[src/rtl/clex_pkg.sv]
package clex_pkg;

  // Class of the first byte of the token being built.
  typedef enum logic [1:0] {
    CLS_EMPTY = 2'd0,
    CLS_WORD  = 2'd1,
    CLS_DIGIT = 2'd2,
    CLS_OTHER = 2'd3
  } tok_class_t;

  typedef struct packed {
    logic       in_string;
    logic       in_char_literal;
    tok_class_t first_class;
    logic [1:0] token_length;
  } lex_state_t;

  typedef struct packed {
    logic       emit;
    logic [7:0] out_byte;
    logic       starts_token;
  } lex_result_t;

  localparam logic [7:0] CH_DQUOTE     = 8'h22;
  localparam logic [7:0] CH_SQUOTE     = 8'h27;
  localparam logic [7:0] CH_NEWLINE    = 8'h0A;
  localparam logic [7:0] CH_UNDERSCORE = 8'h5F;
  localparam logic [7:0] CH_COMMA      = 8'h2C;
  localparam logic [7:0] CH_LPAREN     = 8'h28;
  localparam logic [7:0] CH_RPAREN     = 8'h29;
  localparam logic [7:0] CH_LBRACE     = 8'h7B;
  localparam logic [7:0] CH_RBRACE     = 8'h7D;
  localparam logic [7:0] CH_LBRACKET   = 8'h5B;
  localparam logic [7:0] CH_RBRACKET   = 8'h5D;
  localparam logic [7:0] CH_SPACE      = 8'h20;
  localparam logic [7:0] CH_TAB        = 8'h09;
  localparam logic [7:0] CH_CR         = 8'h0D;
  localparam logic [7:0] CH_PUNCT_LO   = 8'h21;
  localparam logic [7:0] CH_PUNCT_HI   = 8'h7E;

  localparam logic [1:0] LEN_ZERO  = 2'd0;
  localparam logic [1:0] LEN_SPLIT = 2'd2;
  localparam logic [1:0] LEN_MAX   = 2'd3;

  function automatic logic is_letter(input logic [7:0] c);
    return (c >= 8'h61 && c <= 8'h7A) || (c >= 8'h41 && c <= 8'h5A);
  endfunction

  function automatic logic is_digit_byte(input logic [7:0] c);
    return c >= 8'h30 && c <= 8'h39;
  endfunction

  function automatic logic is_blank(input logic [7:0] c);
    return c == CH_SPACE || (c >= CH_TAB && c <= CH_CR);
  endfunction

  function automatic logic is_punct_byte(input logic [7:0] c);
    return c >= CH_PUNCT_LO && c <= CH_PUNCT_HI && !is_letter(c) && !is_digit_byte(c);
  endfunction

  function automatic logic is_single(input logic [7:0] c);
    return c == CH_LPAREN || c == CH_RPAREN || c == CH_LBRACE || c == CH_RBRACE ||
           c == CH_LBRACKET || c == CH_RBRACKET || c == CH_COMMA;
  endfunction

  function automatic tok_class_t class_of(input logic [7:0] c);
    if (is_letter(c) || c == CH_UNDERSCORE) begin
      return CLS_WORD;
    end else if (is_digit_byte(c)) begin
      return CLS_DIGIT;
    end
    return CLS_OTHER;
  endfunction

endpackage

[src/rtl/clex_step.sv]
module clex_step import clex_pkg::*; (
  input  logic [7:0]  text_byte,
  input  lex_state_t  state,
  output lex_state_t  state_next,
  output lex_result_t result
);

  always_comb begin
    logic       ins;
    logic       inc;
    tok_class_t cls;
    logic [1:0] len;
    logic       do_close;
    logic       do_emit;
    logic       clear_after;
    logic       fresh;

    ins         = state.in_string;
    inc         = state.in_char_literal;
    cls         = state.first_class;
    len         = state.token_length;
    do_close    = 1'b0;
    do_emit     = 1'b1;
    clear_after = 1'b0;

    // An opening quote ends the current token; a closing quote falls
    // through to the punctuation rules below.
    if (text_byte == CH_DQUOTE && !inc) begin
      if (!ins) begin
        cls = CLS_EMPTY;
        len = LEN_ZERO;
      end
      ins = !ins;
    end
    if (text_byte == CH_SQUOTE && !ins) begin
      if (!inc) begin
        cls = CLS_EMPTY;
        len = LEN_ZERO;
      end
      inc = !inc;
    end

    if (ins || inc) begin
      do_close = 1'b0;
    end else if (text_byte == CH_NEWLINE || is_single(text_byte)) begin
      do_close    = 1'b1;
      clear_after = 1'b1;
    end else if (is_blank(text_byte)) begin
      do_close = 1'b1;
      do_emit  = 1'b0;
    end else if (is_punct_byte(text_byte) && text_byte != CH_UNDERSCORE) begin
      do_close = (len != LEN_ZERO) &&
                 (cls == CLS_WORD || cls == CLS_DIGIT || len == LEN_SPLIT);
    end else if (is_letter(text_byte) || text_byte == CH_UNDERSCORE) begin
      do_close = (cls != CLS_WORD);
    end else if (is_digit_byte(text_byte)) begin
      do_close = (cls != CLS_WORD) && (cls != CLS_DIGIT);
    end

    if (do_close) begin
      cls = CLS_EMPTY;
      len = LEN_ZERO;
    end

    fresh = (len == LEN_ZERO);
    if (do_emit) begin
      if (fresh) begin
        cls = class_of(text_byte);
      end
      if (len != LEN_MAX) begin
        len = len + 2'd1;
      end
    end

    if (clear_after) begin
      cls = CLS_EMPTY;
      len = LEN_ZERO;
    end

    state_next.in_string       = ins;
    state_next.in_char_literal = inc;
    state_next.first_class     = cls;
    state_next.token_length    = len;

    result.emit         = do_emit;
    result.out_byte     = text_byte;
    result.starts_token = fresh;
  end

endmodule

[src/rtl/c_style_lexer_boundary_top.sv]
// C-style lexer boundary marker.
// Input stream (s_*): one source byte per transfer in s_tdata[7:0].
// Output stream (m_*): one transfer for every byte that is kept, with the
// byte in m_tdata[7:0] and m_tuser high when that byte begins a new token.
// Whitespace other than newline outside string and character literals
// produces no output transfer; it only ends the current token.
// From an input transfer to the matching output transfer, the byte is
// captured in an input register, classified against the lexer state in
// one pass, and written to the output register. Throughput is one byte
// per cycle while the receiver keeps m_tready high; the lexer state that
// every byte reads and writes is updated as the byte leaves the input
// register.
// A synchronous reset clears both pipeline registers and the lexer state
// (no literal open, empty token). When the receiver holds m_tready low, the
// output register keeps its transfer and the input register can still take
// one more byte; s_tready then drops until the output moves on.
module c_style_lexer_boundary_top import clex_pkg::*; (
  input  logic       clk,
  input  logic       rst,
  input  logic       s_tvalid,
  output logic       s_tready,
  input  logic [7:0] s_tdata,   // [7:0] text_byte
  output logic       m_tvalid,
  input  logic       m_tready,
  output logic [7:0] m_tdata,   // [7:0] out_byte
  output logic       m_tuser    // [0] starts_token
);

  logic        in_valid;
  logic [7:0]  in_byte;
  logic        out_valid;
  logic [7:0]  out_byte;
  logic        out_start;
  lex_state_t  state;
  lex_state_t  state_next;
  lex_result_t result;
  logic        advance;

  clex_step u_step (
    .text_byte  (in_byte),
    .state      (state),
    .state_next (state_next),
    .result     (result)
  );

  assign advance  = !out_valid || m_tready;
  assign s_tready = !in_valid || advance;

  always_ff @(posedge clk) begin
    if (rst) begin
      in_valid  <= 1'b0;
      out_valid <= 1'b0;
      state     <= '{in_string: 1'b0, in_char_literal: 1'b0,
                     first_class: CLS_EMPTY, token_length: LEN_ZERO};
    end else begin
      if (s_tready) begin
        in_valid <= s_tvalid;
      end
      if (advance) begin
        out_valid <= in_valid && result.emit;
        if (in_valid) begin
          state <= state_next;
        end
      end
    end
  end

  always_ff @(posedge clk) begin
    if (s_tvalid && s_tready) begin
      in_byte <= s_tdata;
    end
    if (advance && in_valid && result.emit) begin
      out_byte  <= result.out_byte;
      out_start <= result.starts_token;
    end
  end

  assign m_tvalid = out_valid;
  assign m_tdata  = out_byte;
  assign m_tuser  = out_start;

endmodule

[config.mk]
export PLATFORM = sky130hd
export DESIGN_NAME = c_style_lexer_boundary_top
export DESIGN_NICKNAME = d
export VERILOG_FILES = /design/src/rtl/clex_pkg.sv /design/src/rtl/clex_step.sv /design/src/rtl/c_style_lexer_boundary_top.sv
export SDC_FILE = /design/constraint.sdc
export NUM_CORES = 1
export LEC_CHECK = 0
export BUFFER_PORTS_ARGS = -buffer_cell sky130_fd_sc_hd__buf_2
export CAP_MARGIN = 10
export CORE_MARGIN = 1
export CORE_UTILIZATION = 30
export DETAILED_ROUTE_END_ITERATION = 16
export PLACE_DENSITY = 0.51
export REMOVE_ABC_BUFFERS = 1
export SYNTH_ARGS = -nofsm -noshare
export SYNTH_HDL_FRONTEND = slang
export SYNTH_SLANG_ARGS = --single-unit
[constraint.sdc]
create_clock -name clk -period 7.7 [get_ports clk]
set_clock_uncertainty 0.1 [all_clocks]
set_input_delay 0.77 -clock clk [delete_from_list [all_inputs] [get_ports clk]]
set_output_delay 0.77 -clock clk [all_outputs]
set_load 0.01 [all_outputs]
# Word level (Yosys, flattened, before mapping)
# Cells that the tools add are included.
op_classes:
  n_addsub: 1
  mul: 0
  div_mod_pow: 0
  n_lt_le_gt_ge: 10
  n_eq_ne: 19
  n_shift: 0
  n_mux: 36
  n_bitwise: 0
  n_reduce_logical: 41
ops:
  columns: ["operator", "n"]
  rows:
  - ["$eq A8 B6 Y1 const B", 6]
  - ["$eq A8 B7 Y1 const B", 5]
  - ["$mux W2", 19]
  - ["$le A8 B7 Y1 const B", 3]
  - ["$mux W1", 17]
  - ["$ge A8 B6 Y1 const B", 2]
  - ["$ge A8 B7 Y1 const B", 2]
  - ["$logic_and A1 B1 Y1", 16]
  - ["$logic_or A1 B1 Y1", 15]
  - ["$eq A8 B4 Y1 const B", 1]
  - ["$ge A8 B4 Y1 const B", 1]
  - ["$le A8 B4 Y1 const B", 1]
  - ["$le A8 B6 Y1 const B", 1]
  - ["$ne A8 B7 Y1 const B", 1]
  - ["$logic_not A1 Y1", 7]
  - ["$eq A2 B2 Y1 const B", 2]
  - ["$ne A2 B2 Y1 const B", 2]
  - ["$add A2 B1 Y2 const B", 1]
  - ["$eq A2 B1 Y1 const B", 1]
  - ["$logic_not A2 Y1", 1]
  - ["$ne A2 B1 Y1 const B", 1]
  - ["$reduce_and A2 Y1", 1]
  - ["$reduce_bool A2 Y1", 1]
totals:
  regBits: 25
  latch_bits: 0
  mem_bits_rw: 0
  romBits: 0
  inputBits: 12
  out_inout_bits: 11
  wordCells: 116
  n_memories: 0

# Longest topological paths before layout
# Gate-level depths: netlist of run 1.
logic_depth:
  depth_word: 22
  ltp_mapped: 11
  mapped_depth_nobuf: 10

# Hierarchy
# A second synthesis of run 1 with hierarchy kept.
unflattened:
  cells_unflattened: 147
  area_unflattened_um2: 1539.0
modules_own_cells:
  columns: ["mod", "instances", "cells_each", "area_each_um2", "seq_area_each_um2"]
  rows:
  - ["c_style_lexer_boundary_top", 1, 55, 878.3, 670.6]
  - ["clex_step", 1, 92, 660.6, 0.0]

# Worst setup path after synthesis of run 1
# OpenSTA, ideal clock, no wires.
synth_timing:
  path_kind: "register to register"
  startpoint: "register in_byte[6]"
  endpoint: "register, netlist name state[3]"
  setup_ns: 0.121
  arrival_ns: 2.650
  required_time_ns: 7.479
  path_slack_ns: 4.828
  stages_incl_launch_ff: 11
  n_path_buf: 0
  synth_period_minus_slack_ns: 2.872
  path_cell_list: "edfxtp_1 > nor3b_4 > nand3_4 > or3_1 > and2_1 > ha_1 > a21oi_1 > o311ai_1 > nor3_1 > o31ai_2 > mux2_4"
synth_via:
  elab_chain_cells: 19
  word_cells_on_any_way: 88
  classes_between: "10 x order compare; 18 x eq/ne; 30 x mux; 30 x reduce/logical"
synth_lines:
  columns: ["item", "line", "text"]
  rows:
  - ["start: declaration", "c_style_lexer_boundary_top.sv:30", "logic [7:0] in_byte;"]
  - ["start signal: assignment", "c_style_lexer_boundary_top.sv:70", "in_byte <= s_tdata;"]
  - ["$eq A8 B6 Y1", "clex_step.sv:28", "if (text_byte == CH_DQUOTE && !inc) begin"]
  - ["$logic_and A1 B1 Y1", "clex_step.sv:28", null]
  - ["$mux W1", "clex_step.sv:28", null]
  - ["$logic_not A1 Y1", "clex_step.sv:35", "if (text_byte == CH_SQUOTE && !ins) begin"]
  - ["$logic_and A1 B1 Y1", "clex_step.sv:35", null]
  - ["$mux W2", "clex_step.sv:35", null]
  - ["$ne A2 B1 Y1, or another cell as far along", "clex_step.sv:55, clex_step.sv:57", null]
  - ["$logic_and A1 B1 Y1 / $logic_or A1 B1 Y1 (equally long branches)", "clex_step.sv:57, clex_step.sv:53", null]
  - ["(+3 left out)", null, null]
  - ["$mux W1", "clex_step.sv:48", "end else if (is_blank(text_byte)) begin"]
  - ["$mux W1", "clex_step.sv:45", "end else if (text_byte == CH_NEWLINE || is_single(text_byte)) begin"]
  - ["$mux W1", "clex_step.sv:43", "if (ins || inc) begin"]
  - ["$mux W2", "clex_step.sv:60", "if (do_close) begin"]
  - ["$logic_not A2 Y1", "clex_step.sv:65", "fresh = (len == LEN_ZERO);"]
  - ["$mux W2", "clex_step.sv:67", "if (fresh) begin"]
  - ["$mux W2", "clex_step.sv:66", "if (do_emit) begin"]
  - ["$mux W2 *", "clex_step.sv:75", "if (clear_after) begin"]
# Every way passes the cells marked *; elsewhere a longest branch is shown, timed or not. The select of a mux whose other input is x is not followed.
# A chain may end at the register's enable or synchronous reset.

# Final worst setup path of run 1
layout_timing:
  startpoint: "register in_byte[2]"
  endpoint: "register, netlist name state[1]"
layout_via:
  elab_chain_cells: 19
  word_cells_on_any_way: 82
  classes_between: "1 x add/sub; 10 x order compare; 19 x eq/ne; 23 x mux; 29 x reduce/logical"
layout_lines:
  columns: ["item", "line", "text"]
  rows:
  - ["$eq A8 B6 Y1", "clex_step.sv:28", null]
  - ["$logic_and A1 B1 Y1", "clex_step.sv:28", null]
  - ["$mux W1", "clex_step.sv:28", null]
  - ["$logic_not A1 Y1", "clex_step.sv:35", null]
  - ["$logic_and A1 B1 Y1", "clex_step.sv:35", null]
  - ["$mux W2", "clex_step.sv:35", null]
  - ["$ne A2 B1 Y1, or another cell as far along", "clex_step.sv:55, clex_step.sv:57", null]
  - ["$logic_and A1 B1 Y1 / $logic_or A1 B1 Y1 (equally long branches)", "clex_step.sv:57, clex_step.sv:53", null]
  - ["(+3 left out)", null, null]
  - ["$mux W1", "clex_step.sv:48", null]
  - ["$mux W1", "clex_step.sv:45", null]
  - ["$mux W1", "clex_step.sv:43", null]
  - ["$mux W2", "clex_step.sv:60", null]
  - ["$add A2 B1 Y2 / $ne A2 B2 Y1 (equally long branches)", "clex_step.sv:71, clex_step.sv:70", null]
  - ["$mux W2", "clex_step.sv:70", "if (len != LEN_MAX) begin"]
  - ["$mux W2", "clex_step.sv:66", null]
  - ["$mux W2 *", "clex_step.sv:75", null]
# Every way passes the cells marked *; elsewhere a longest branch is shown, timed or not.

==> results of run 1 <==
-- worst max-delay path by stage --
stage | endpoint | cells past startpoint
finish | state[1]$_SDFFE_PP0P_ | 10
global placement | state[1]$_SDFFE_PP0P_ | 10
detailed placement | state[3]$_SDFFE_PP0P_ | 10
floorplan | state[3]$_SDFFE_PP0P_ | 10
global route | state[1]$_SDFFE_PP0P_ | 10
CTS | state[1]$_SDFFE_PP0P_ | 10
-- state kept, by name (all words and copies together), names as in the netlist --
| signal | count |
|---|---|
| m_tdata | 8 |
| m_tvalid | 1 |
| in_valid | 1 |
| state | 6 |
| m_tuser | 1 |
| in_byte | 8 |
-- Yosys cell counts (2+ instances only) --
| cell | instances |
|---|---|
| edfxtp_1 | 17 |
| dfxtp_1 | 8 |
| nand2_1 | 8 |
| nor2_1 | 7 |
| nor3_1 | 6 |
| a21oi_1 | 4 |
| buf_2 | 4 |
| inv_1 | 4 |
| o21ai_0 | 4 |
| or3_1 | 4 |
| clkbuf_1 | 3 |
| nor2b_1 | 3 |
| nor4_1 | 3 |
| and2_1 | 2 |
| mux2i_1 | 2 |
| nand4_1 | 2 |
| nor4bb_1 | 2 |
| o32ai_1 | 2 |
| xnor2_1 | 2 |
-- cells by family after synthesis --
kind of cell	Yosys count	share of synthesized area (%)
compound gates	26	15.9
xor+xnor	2	1.32
fa+ha+maj	1	0.941
buf+inv	11	3.48
flops	25	50.4
mux	3	2.63
simple gates	53	25.3
-- power by group --
group / total, uW / switching, uW / internal, uW / leakage, uW
clock: 76.0 / 39.0 / 37.0 / 0.0000228
sequential: 160 / 8.83 / 151 / 0.000226
combinational: 32.2 / 17.3 / 14.9 / 0.000289
total: 268 / 65.2 / 203 / 0.000539
-- stage by stage --
stage / worst slack [ns] / hold slack [ns] / total power [uW]
6_report: 4.44 / 0.374 / 268
5_1_grt: 4.25 / 0.418 / 281
4_1_cts: 4.47 / 0.374 / 273
3_5_place_dp: 4.52 / 0.361 / 195
3_3_place_gp: 4.55 / 0.375 / 195
2_1_floorplan: 4.78 / 0.333 / 183
-- critical path, delay by kind of cell (launching register included) --
kind	cells	cell delay [ns]
AOI/OAI and AO/OA	4	0.66
and+or+nand+nor	5	1.50
adders and majority gates	1	0.31
DFF	1	0.59
-- final cells by class --
class / instances / share of cell area [%]
flip-flops and latches: 25 / 44.2
multi-input cells: 85 / 40.4
repair buffers: 22 / 7.26
well taps: 50 / 4.13
clock buffers: 4 / 2.97
inverters: 4 / 0.990
-- per-layer routing --
layer  up-vias  part of all wire [%]  GRT usage, %
met5         -                     0             0
met4         0                   1.3          4.17
met3         4                   4.9          3.45
met2        30                    47          21.3
met1       494                    46          16.0
li1        506                     -             -
==> results.py, run 1 <==
metrics = {
    "outcome": {
        "outcome": "complete, no violations",
    },
    "clock_network": {
        "htreeDepth": 1,
        "insertion_delay_ns": 0.27,
        "clk_transition_reported_paths_ns": 0.08,
        "clock_path_buffers": 2,
        "cts_made_buffers": 3,
        "cts_tree": "done",
        "postCtsResizedCells": 0,
        "cts_setup_buffers": 0,
        "hold_buffers": 0,
        "numClockSinks": 25,
        "cts_root_buffer": "clkbuf_8",
    },
    "logic_synthesis": {
        "synth_edf_count": 17,
        "syn_area_sq_um": 1330,
        "yosys_warnings": 0,
        "synthCells": 121,
        "synthArstFlopShare_pct": 0,
        "synth_top_cell_area_share_pct": 38.4,
        "yosysTopAreaCell": "edfxtp_1",
        "seq_area_frac_synth_pct": 50.4,
        "synth-seq-cells": 25,
        "synth_area_leaders": "edfxtp_1 38%, dfxtp_1 12%, nor3_1 2.3%",
        "synth_cell_type_count": 53,
        "ys.flop_type": "edfxtp_1",
        "syn_area_per_cell_sq_um": 11.0,
    },
    "min_path": {
        "whs_endpoint": "state[2]$_SDFFE_PP0P_",
        "hold_path_startpoint": "state[2]$_SDFFE_PP0P_",
        "min_path_type": "reg -> reg",
        "min_path_cells": 2,
    },
    "critical_path": {
        "r2r-end": "state[1]$_SDFFE_PP0P_",
        "critPathKind": "reg -> reg",
        "cp-start-kind": "flop",
        "rr_worst_depth": 10,
        "critical-path-max-stage-delay_ns": 0.59,
        "cp.arrival_ns": 3.32,
        "end_kind": "flop",
        "critPathSlowestCell": "edfxtp_1",
        "r2r_slack_ns": 4.44,
        "path_cells": "nor2b_1 > or3_1 > or3_1 > and2_1 > ha_1 > a21oi_1 > o311ai_1 > nor4b_1 > o21ai_1 > a32o_1",
        "crit_top_cell": "or3_1",
        "worstPathMaxFanout": 14,
        "required_ns": 7.77,
        "rr_startpoint": "in_byte[2]$_DFFE_PP_",
        "crit_start": "in_byte[2]$_DFFE_PP_",
    },
    "placed_design": {
        "placed_area_sq_um": 1470,
        "gp_congestion": 0.813,
        "dp_hpwl_mm": 1.99,
        "placedCellCount": 186,
        "portBuffers": 22,
    },
    "route": {
        "first_iter_violations": 24,
        "routedWlPerCell_um": 14.0,
        "finalWirelength_mm": 2.66,
        "vias": 1034,
        "drt_first_pass_iters": 4,
        "via_per_inst": 5.44,
        "antenna_left": 0,
        "drc": 0,
    },
    "cells_and_area": {
        "layout-drive-gt1-share_pct": 26.4,
        "antenna_cells": 0,
        "utilization_pct": 36.9,
        "syn_to_final_growth_pct": 14.0,
        "mostFrequentLayoutCells": "22 x buf_2, 17 x edfxtp_1, 8 x nand2_1, 8 x dfxtp_1, 7 x nor2_1",
        "multiInputGateArea_sq_um": 613,
        "seqCellArea_sq_um": 671,
        "nNetsFinal": 154,
        "fillers": 428,
        "stdcell_count": 190,
        "final_common_cell": "buf_2",
        "postLayoutCellArea_sq_um": 1520,
    },
    "timing": {
        "rsz0062_at_grt": "false",
        "fmax_ghz": 0.307,
        "fin_crit_ns": 3.26,
        "setup_viol": 0,
        "slew_viol_final": 0,
        "period_share_pct": 42.3,
        "finalHoldViolations": 0,
        "fin_tns_setup_ns": 0,
        "tightestPinTransition_ns": 0.446,
        "relSlewSlack_pct": 70.3,
    },
    "die": {
        "dieHeight_um": 68.6,
        "dieArea_sq_um": 4700,
        "initial_utilization_pct": 32.3,
        "rows": 23,
        "io-pin-count": 23,
        "coreArea_sq_um": 4120,
        "die_w_um": 68.6,
    },
    "global_route": {
        "overflow": 0,
        "grt_start_max_net_pins": 15,
        "grt_pass1_wl_mm": 4.33,
        "antenna_found_initial": 0,
        "grt_pass1_vias": 907,
        "grt_use_total_pct": 12.8,
    },
    "pwr": {
        "p_per_area_nw_per_um2": 177,
        "leakage_uw": 0.000539,
        "vdd_ir_drop_max_mv": 0.101,
    },
    "flow_run": {
        "cap_viol_max_count": 0,
    },
}
No activity file was read; power rests on OpenSTA's default activity.
==> run 2, diff against run 1 <==
--- a/config.mk
+++ b/config.mk
@@ -5,6 +5,7 @@
 export SDC_FILE = /design/constraint.sdc
 export NUM_CORES = 1
 export LEC_CHECK = 0
+export ABC_AREA = 1
 export BUFFER_PORTS_ARGS = -buffer_cell sky130_fd_sc_hd__buf_2
 export CAP_MARGIN = 10
 export CORE_MARGIN = 1
==> constraint.sdc (replaced) <==
create_clock -name clk -period 3.26 [get_ports clk]
set_clock_uncertainty 0.1 [all_clocks]
set_input_delay 0.326 -clock clk [delete_from_list [all_inputs] [get_ports clk]]
set_output_delay 0.326 -clock clk [all_outputs]
set_load 0.01 [all_outputs]
==> results.py, run 2 <==
metrics = {
    "outcome": {
        "outcome": "complete, no violations",
    },
    "clock_network": {
        "postCtsResizedCells": 0,
        "htreeDepth": 1,
        "cts_tree": "done",
        "cts_root_buffer": "clkbuf_8",
        "cts_made_buffers": 3,
        "numClockSinks": 25,
        "clk_transition_reported_paths_ns": 0.10,
        "insertion_delay_ns": 0.27,
        "clock_path_buffers": 2,
        "hold_buffers": 0,
        "cts_setup_buffers": 0,
    },
    "global_route": {
        "grt_pass1_wl_mm": 4.72,
        "grt_use_total_pct": 11.6,
        "overflow": 0,
        "antenna_found_initial": 0,
        "grt_pass1_vias": 1047,
        "grt_start_max_net_pins": 17,
    },
    "route": {
        "routedWlPerCell_um": 11.9,
        "first_iter_violations": 43,
        "finalWirelength_mm": 2.75,
        "drc": 0,
        "drt_first_pass_iters": 6,
        "antenna_left": 0,
        "via_per_inst": 4.85,
        "vias": 1120,
    },
    "pwr": {
        "p_per_area_nw_per_um2": 417,
        "vdd_ir_drop_max_mv": 0.149,
        "leakage_uw": 0.000676,
    },
    "critical_path": {
        "required_ns": 3.38,
        "rr_worst_depth": 18,
        "crit_start": "in_byte[4]$_DFFE_PP_",
        "crit_buf_inv": 2,
        "worstPathMaxFanout": 6,
        "critPathTopFamily": "simple AND/OR/NAND/NOR gates",
        "end_kind": "flop",
        "critical-path-max-stage-delay_ns": 0.51,
        "cp.arrival_ns": 2.76,
        "path_cells": "inv_2 > nand2_2 > nor2_4 > nand2_2 > nand2_4 > nand4_1 > nand3_1 > inv_1 > ha_1 > nand3_1 > nand3_2 > nand2_2 > nand2_4 > nand2_4 > nand2_4 > nand2_2 > nand3_2 > a21oi_2",
        "critPathKind": "reg -> reg",
        "cp-start-kind": "flop",
        "critPathSlowestCell": "edfxtp_1",
        "rr_startpoint": "in_byte[4]$_DFFE_PP_",
        "r2r-end": "state[2]$_SDFFE_PP0P_",
        "r2r_slack_ns": 0.62,
    },
    "min_path": {
        "hold_path_startpoint": "s_tdata[0]",
        "min_path_cells": 1,
        "min_path_type": "in -> reg",
        "whs_endpoint": "in_byte[0]$_DFFE_PP_",
    },
    "timing": {
        "rsz0062_at_grt": "false",
        "slew_viol_final": 0,
        "relSlewSlack_pct": 78.0,
        "worst_hold_slack_ns": 0.125,
        "setup_viol": 0,
        "finalHoldViolations": 0,
        "fin_tns_setup_ns": 0,
        "period_share_pct": 81.0,
        "fmax_ghz": 0.379,
        "fin_crit_ns": 2.64,
        "tightestPinTransition_ns": 0.328,
    },
    "logic_synthesis": {
        "synthCells": 154,
        "yosys_warnings": 0,
        "ys.flop_type": "edfxtp_1",
        "synth_area_leaders": "edfxtp_1 36%, dfxtp_1 11%, nand2_1 7.1%",
        "synth_edf_count": 17,
        "synth_cell_type_count": 28,
        "synth_top_cell_area_share_pct": 35.8,
        "syn_area_per_cell_sq_um": 9.26,
        "yosys-top-cells-count": "27 x nand2_1, 17 x edfxtp_1, 14 x inv_1",
        "post-synth-top-count-cell": "nand2_1",
        "seq_area_frac_synth_pct": 47.0,
        "yosysTopAreaCell": "edfxtp_1",
        "synthArstFlopShare_pct": 0,
        "syn_area_sq_um": 1430,
        "synth-seq-cells": 25,
    },
    "cells_and_area": {
        "mostFrequentLayoutCells": "27 x nand2_1, 22 x buf_2, 17 x edfxtp_1, 14 x inv_1, 13 x nand3_1",
        "nNetsFinal": 193,
        "antenna_cells": 0,
        "syn_to_final_growth_pct": 15.1,
        "layout-drive-gt1-share_pct": 34.1,
        "multiInputGateArea_sq_um": 667,
        "seqCellArea_sq_um": 671,
        "final_common_cell": "nand2_1",
        "fillers": 462,
    },
    "die": {
        "dieArea_sq_um": 5030,
        "initial_utilization_pct": 31.9,
        "coreArea_sq_um": 4470,
        "io-pin-count": 23,
        "dieHeight_um": 71.0,
        "die_w_um": 71.0,
        "rows": 24,
    },
    "flow_run": {
        "cap_viol_max_count": 0,
    },
    "placed_design": {
        "portBuffers": 22,
        "gp_congestion": 0.926,
        "dp_hpwl_mm": 2.17,
    },
}
==> run 2: cell types whose count changed in the layout (fill, tap and decap cells not counted), sizes merged, moves of 3 or more <==
cell / delta
nand2: +34
inv: +16
nand3: +15
nand4: +9
nor2: +9
a21oi: +7
nor3: -6
or3: -4
nor2b: -3
nor4: -3
==> run 2: per-layer routing <==
metal / vias up / wire (um) / part of all wire, % / track usage (%)
li1: 574 / - / - / -
met1: 513 / 1330 / 49 / 15.1
met2: 31 / 1270 / 46 / 19.9
met3: 2 / 116 / 4.2 / 1.99
met4: 0 / 24 / 0.87 / 3.33
met5: - / 0 / 0 / 0
==> run 2: per-stage QoR <==
stage               area [sq um]  worst slack (ns)  power, uW  utilization, %  std cells
finish                      1640             0.621        684            36.7        231
global route                1640             0.398        722            36.7        231
CTS                         1640             0.619        691            36.7        231
detailed placement          1590             0.652        496            35.6        227
global placement            1590             0.714        492            35.6        227
floorplan                   1410             0.945        463               -        152
==> run 2: logic make-up (layout without fill, tap and decap cells) <==
| group | after synthesis | count (layout) | share of synthesized area (%) |
|---|---|---|---|
| flip-flops | 25 | 25 | 47.0 |
| AND/OR/NAND/NOR | 89 | 89 | 38.2 |
| AO/OA/AOI/OAI | 18 | 18 | 7.72 |
| buffers and inverters | 21 | 46 | 6.23 |
| adder cells (fa/ha/maj) | 1 | 1 | 0.877 |
==> run 2: final cells by class <==
class | count | area share, %
tap | 52 | 3.96
multi-input combinational | 108 | 40.6
inverter | 19 | 4.34
clock inverter | 1 | 0.534
sequential | 25 | 40.9
timing repair buffer | 23 | 7.16
clock buffer | 3 | 2.52
==> run 2: how the worst max path moves through the flow <==
stage,end,cells past startpoint,slack [ns]
2_1_floorplan,state[2]$_SDFFE_PP0P_,18,0.94
3_3_place_gp,state[1]$_SDFFE_PP0P_,18,0.71
3_5_place_dp,state[3]$_SDFFE_PP0P_,18,0.65
4_1_cts,state[3]$_SDFFE_PP0P_,18,0.62
5_1_grt,state[2]$_SDFFE_PP0P_,18,0.40
6_report,state[2]$_SDFFE_PP0P_,18,0.62
==> run 2: power breakdown <==
group          switching, uW  internal (uW)  leakage (uW)
combinational           71.3           41.5      0.000423
sequential              16.2            359      0.000227
clock                    106           89.5     0.0000261
==> run 3, diff against run 2 <==
--- a/config.mk
+++ b/config.mk
@@ -5,13 +5,13 @@
 export SDC_FILE = /design/constraint.sdc
 export NUM_CORES = 1
 export LEC_CHECK = 0
-export ABC_AREA = 1
+export ABC_AREA = 0
 export BUFFER_PORTS_ARGS = -buffer_cell sky130_fd_sc_hd__buf_2
 export CAP_MARGIN = 10
 export CORE_MARGIN = 1
 export CORE_UTILIZATION = 30
 export DETAILED_ROUTE_END_ITERATION = 16
-export PLACE_DENSITY = 0.51
+export PLACE_DENSITY = 0.53
 export REMOVE_ABC_BUFFERS = 1
 export SYNTH_ARGS = -nofsm -noshare
 export SYNTH_HDL_FRONTEND = slang
==> constraint.sdc (replaced) <==
create_clock -name clk -period 2.4 [get_ports clk]
set_clock_uncertainty 0.1 [all_clocks]
set_input_delay 0.24 -clock clk [delete_from_list [all_inputs] [get_ports clk]]
set_output_delay 0.24 -clock clk [all_outputs]
set_load 0.01 [all_outputs]
==> results.py, run 3 (same netlist as run 1, synthesis figures left out) <==
metrics = {
    "outcome": {
        "outcome": "complete, but fails checks",
        "violations": "setup timing",
    },
    "pwr": {
        "p_per_area_nw_per_um2": 500,
        "leakage_uw": 0.000692,
        "power_uw": 929,
        "vdd_ir_drop_max_mv": 0.237,
    },
    "clock_network": {
        "cts_tree": "done",
        "hold_buffers": 0,
        "clk_transition_reported_paths_ns": 0.09,
        "htreeDepth": 1,
        "cts_made_buffers": 3,
        "numClockSinks": 25,
        "cts_root_buffer": "clkbuf_8",
        "clock_path_buffers": 2,
        "insertion_delay_ns": 0.26,
    },
    "cells_and_area": {
        "utilization_pct": 45.2,
        "seqCellArea_sq_um": 671,
        "nNetsFinal": 179,
        "mostFrequentLayoutCells": "22 x buf_2, 22 x buf_4, 17 x edfxtp_1, 8 x dfxtp_1",
        "fillers": 407,
        "antenna_cells": 0,
        "syn_to_final_growth_pct": 39.7,
        "postLayoutCellArea_sq_um": 1860,
        "layout-drive-gt1-share_pct": 49.1,
        "multiInputGateArea_sq_um": 756,
    },
    "critical_path": {
        "worstPathMaxFanout": 3,
        "required_ns": 2.46,
        "cp.arrival_ns": 2.94,
        "end_kind": "flop",
        "cp-start-kind": "flop",
        "critPathKind": "reg -> reg",
    },
    "timing": {
        "setup_viol": 5,
        "layout_setup_ws_ns": -0.473,
        "slew_viol_final": 0,
        "fin_crit_ns": 2.87,
        "tightestPinTransition_ns": 0.606,
        "finalHoldViolations": 0,
        "relSlewSlack_pct": 59.5,
        "worst_hold_slack_ns": 0.0452,
        "fmax_ghz": 0.348,
        "rsz0062_at_grt": "true",
        "period_share_pct": 120,
    },
    "global_route": {
        "use_met3_pct": 2.47,
        "antenna_found_initial": 0,
        "grt_pass1_wl_mm": 5.09,
        "grt_pass1_vias": 1116,
        "grt_busiest_layer": "met2",
        "overflow": 0,
        "gr-usage-met1_pct": 17.4,
        "met2_usage_pct": 25.9,
        "grt_use_total_pct": 14.6,
        "grt_start_max_net_pins": 14,
    },
    "die": {
        "initial_utilization_pct": 32.3,
        "coreArea_sq_um": 4120,
        "rows": 23,
        "dieArea_sq_um": 4700,
        "die_w_um": 68.6,
        "io-pin-count": 23,
        "dieHeight_um": 68.6,
    },
    "route": {
        "finalWirelength_mm": 3.22,
        "drt_first_pass_iters": 4,
        "antenna_left": 0,
        "via_per_inst": 5.44,
        "first_iter_violations": 69,
        "routedWlPerCell_um": 15.0,
        "vias": 1169,
        "drc": 0,
    },
    "placed_design": {
        "gp_congestion": 0.878,
        "placed_area_sq_um": 1600,
        "dp_slack_ns": -0.512,
        "portBuffers": 22,
        "dp_hpwl_mm": 2.24,
    },
    "min_path": {
        "min_path_type": "in -> reg",
    },
    "flow_run": {
        "cap_viol_max_count": 0,
    },
}
[run 3: metrics by stage]
stage / instances / TNS, ns
2_1_floorplan: 114 / -2.23
3_3_place_gp: 203 / -1.77
3_5_place_dp: 203 / -2.24
4_1_cts: 210 / -1.76
5_1_grt: 215 / -2.38
6_report: 215 / -1.99
[run 3: worst max-delay path, cell delays in order, from the launching register on]
cell and delay, ns:
edfxtp_1 0.41, nor2b_4 0.15, or3_4 0.38, or3_4 0.34, and2_4 0.16, ha_4 0.25
a21oi_4 0.18, o311ai_4 0.14, nor4b_2 0.35, o21ai_2 0.12, a32o_1 0.21
[run 3: area by class of cell]
cell class	count	area share [%]
multi-input combinational	85	40.7
sequential	25	36.1
timing repair buffer	46	16.0
tap	50	3.37
clock buffer	4	2.42
inverter	4	1.01
timing repair inverter	1	0.404
[run 3: timing repair]
| item | in CTS | in global routing |
|---|---|---|
| hold endpoints to repair | 0 | 0 |
| gates resized for setup | 16 | 13 |
| gates cloned | 0 | 1 |
| buffers inserted | 3 | 5 |
| endpoints found under the setup margin | 5 | 14 |
| pin swaps | 12 | 12 |
[run 3: path summary, 6_finish.rpt]
path                              start                    end  slack [ns]  cells past startpoint
setup / recovery   in_byte[0]$_DFFE_PP_  state[1]$_SDFFE_PP0P_       -0.47                     10
hold / removal               s_tdata[2]   in_byte[2]$_DFFE_PP_        0.05                      1
setup reg to reg   in_byte[0]$_DFFE_PP_  state[1]$_SDFFE_PP0P_       -0.47                     10
hold reg to reg   state[2]$_SDFFE_PP0P_  state[2]$_SDFFE_PP0P_        0.39                      2
[run 3: layer usage]
metal / share of wire, % / wire length (um)
met2: 51 / 1650
met5: 0 / 0
met1: 40 / 1300
met3: 5.6 / 181
met4: 2.7 / 87
[run 3: report_power, final]
group	switching [uW]	internal, uW
clock	129	119
combinational	96.0	86.9
sequential	13.7	484
total	239	690
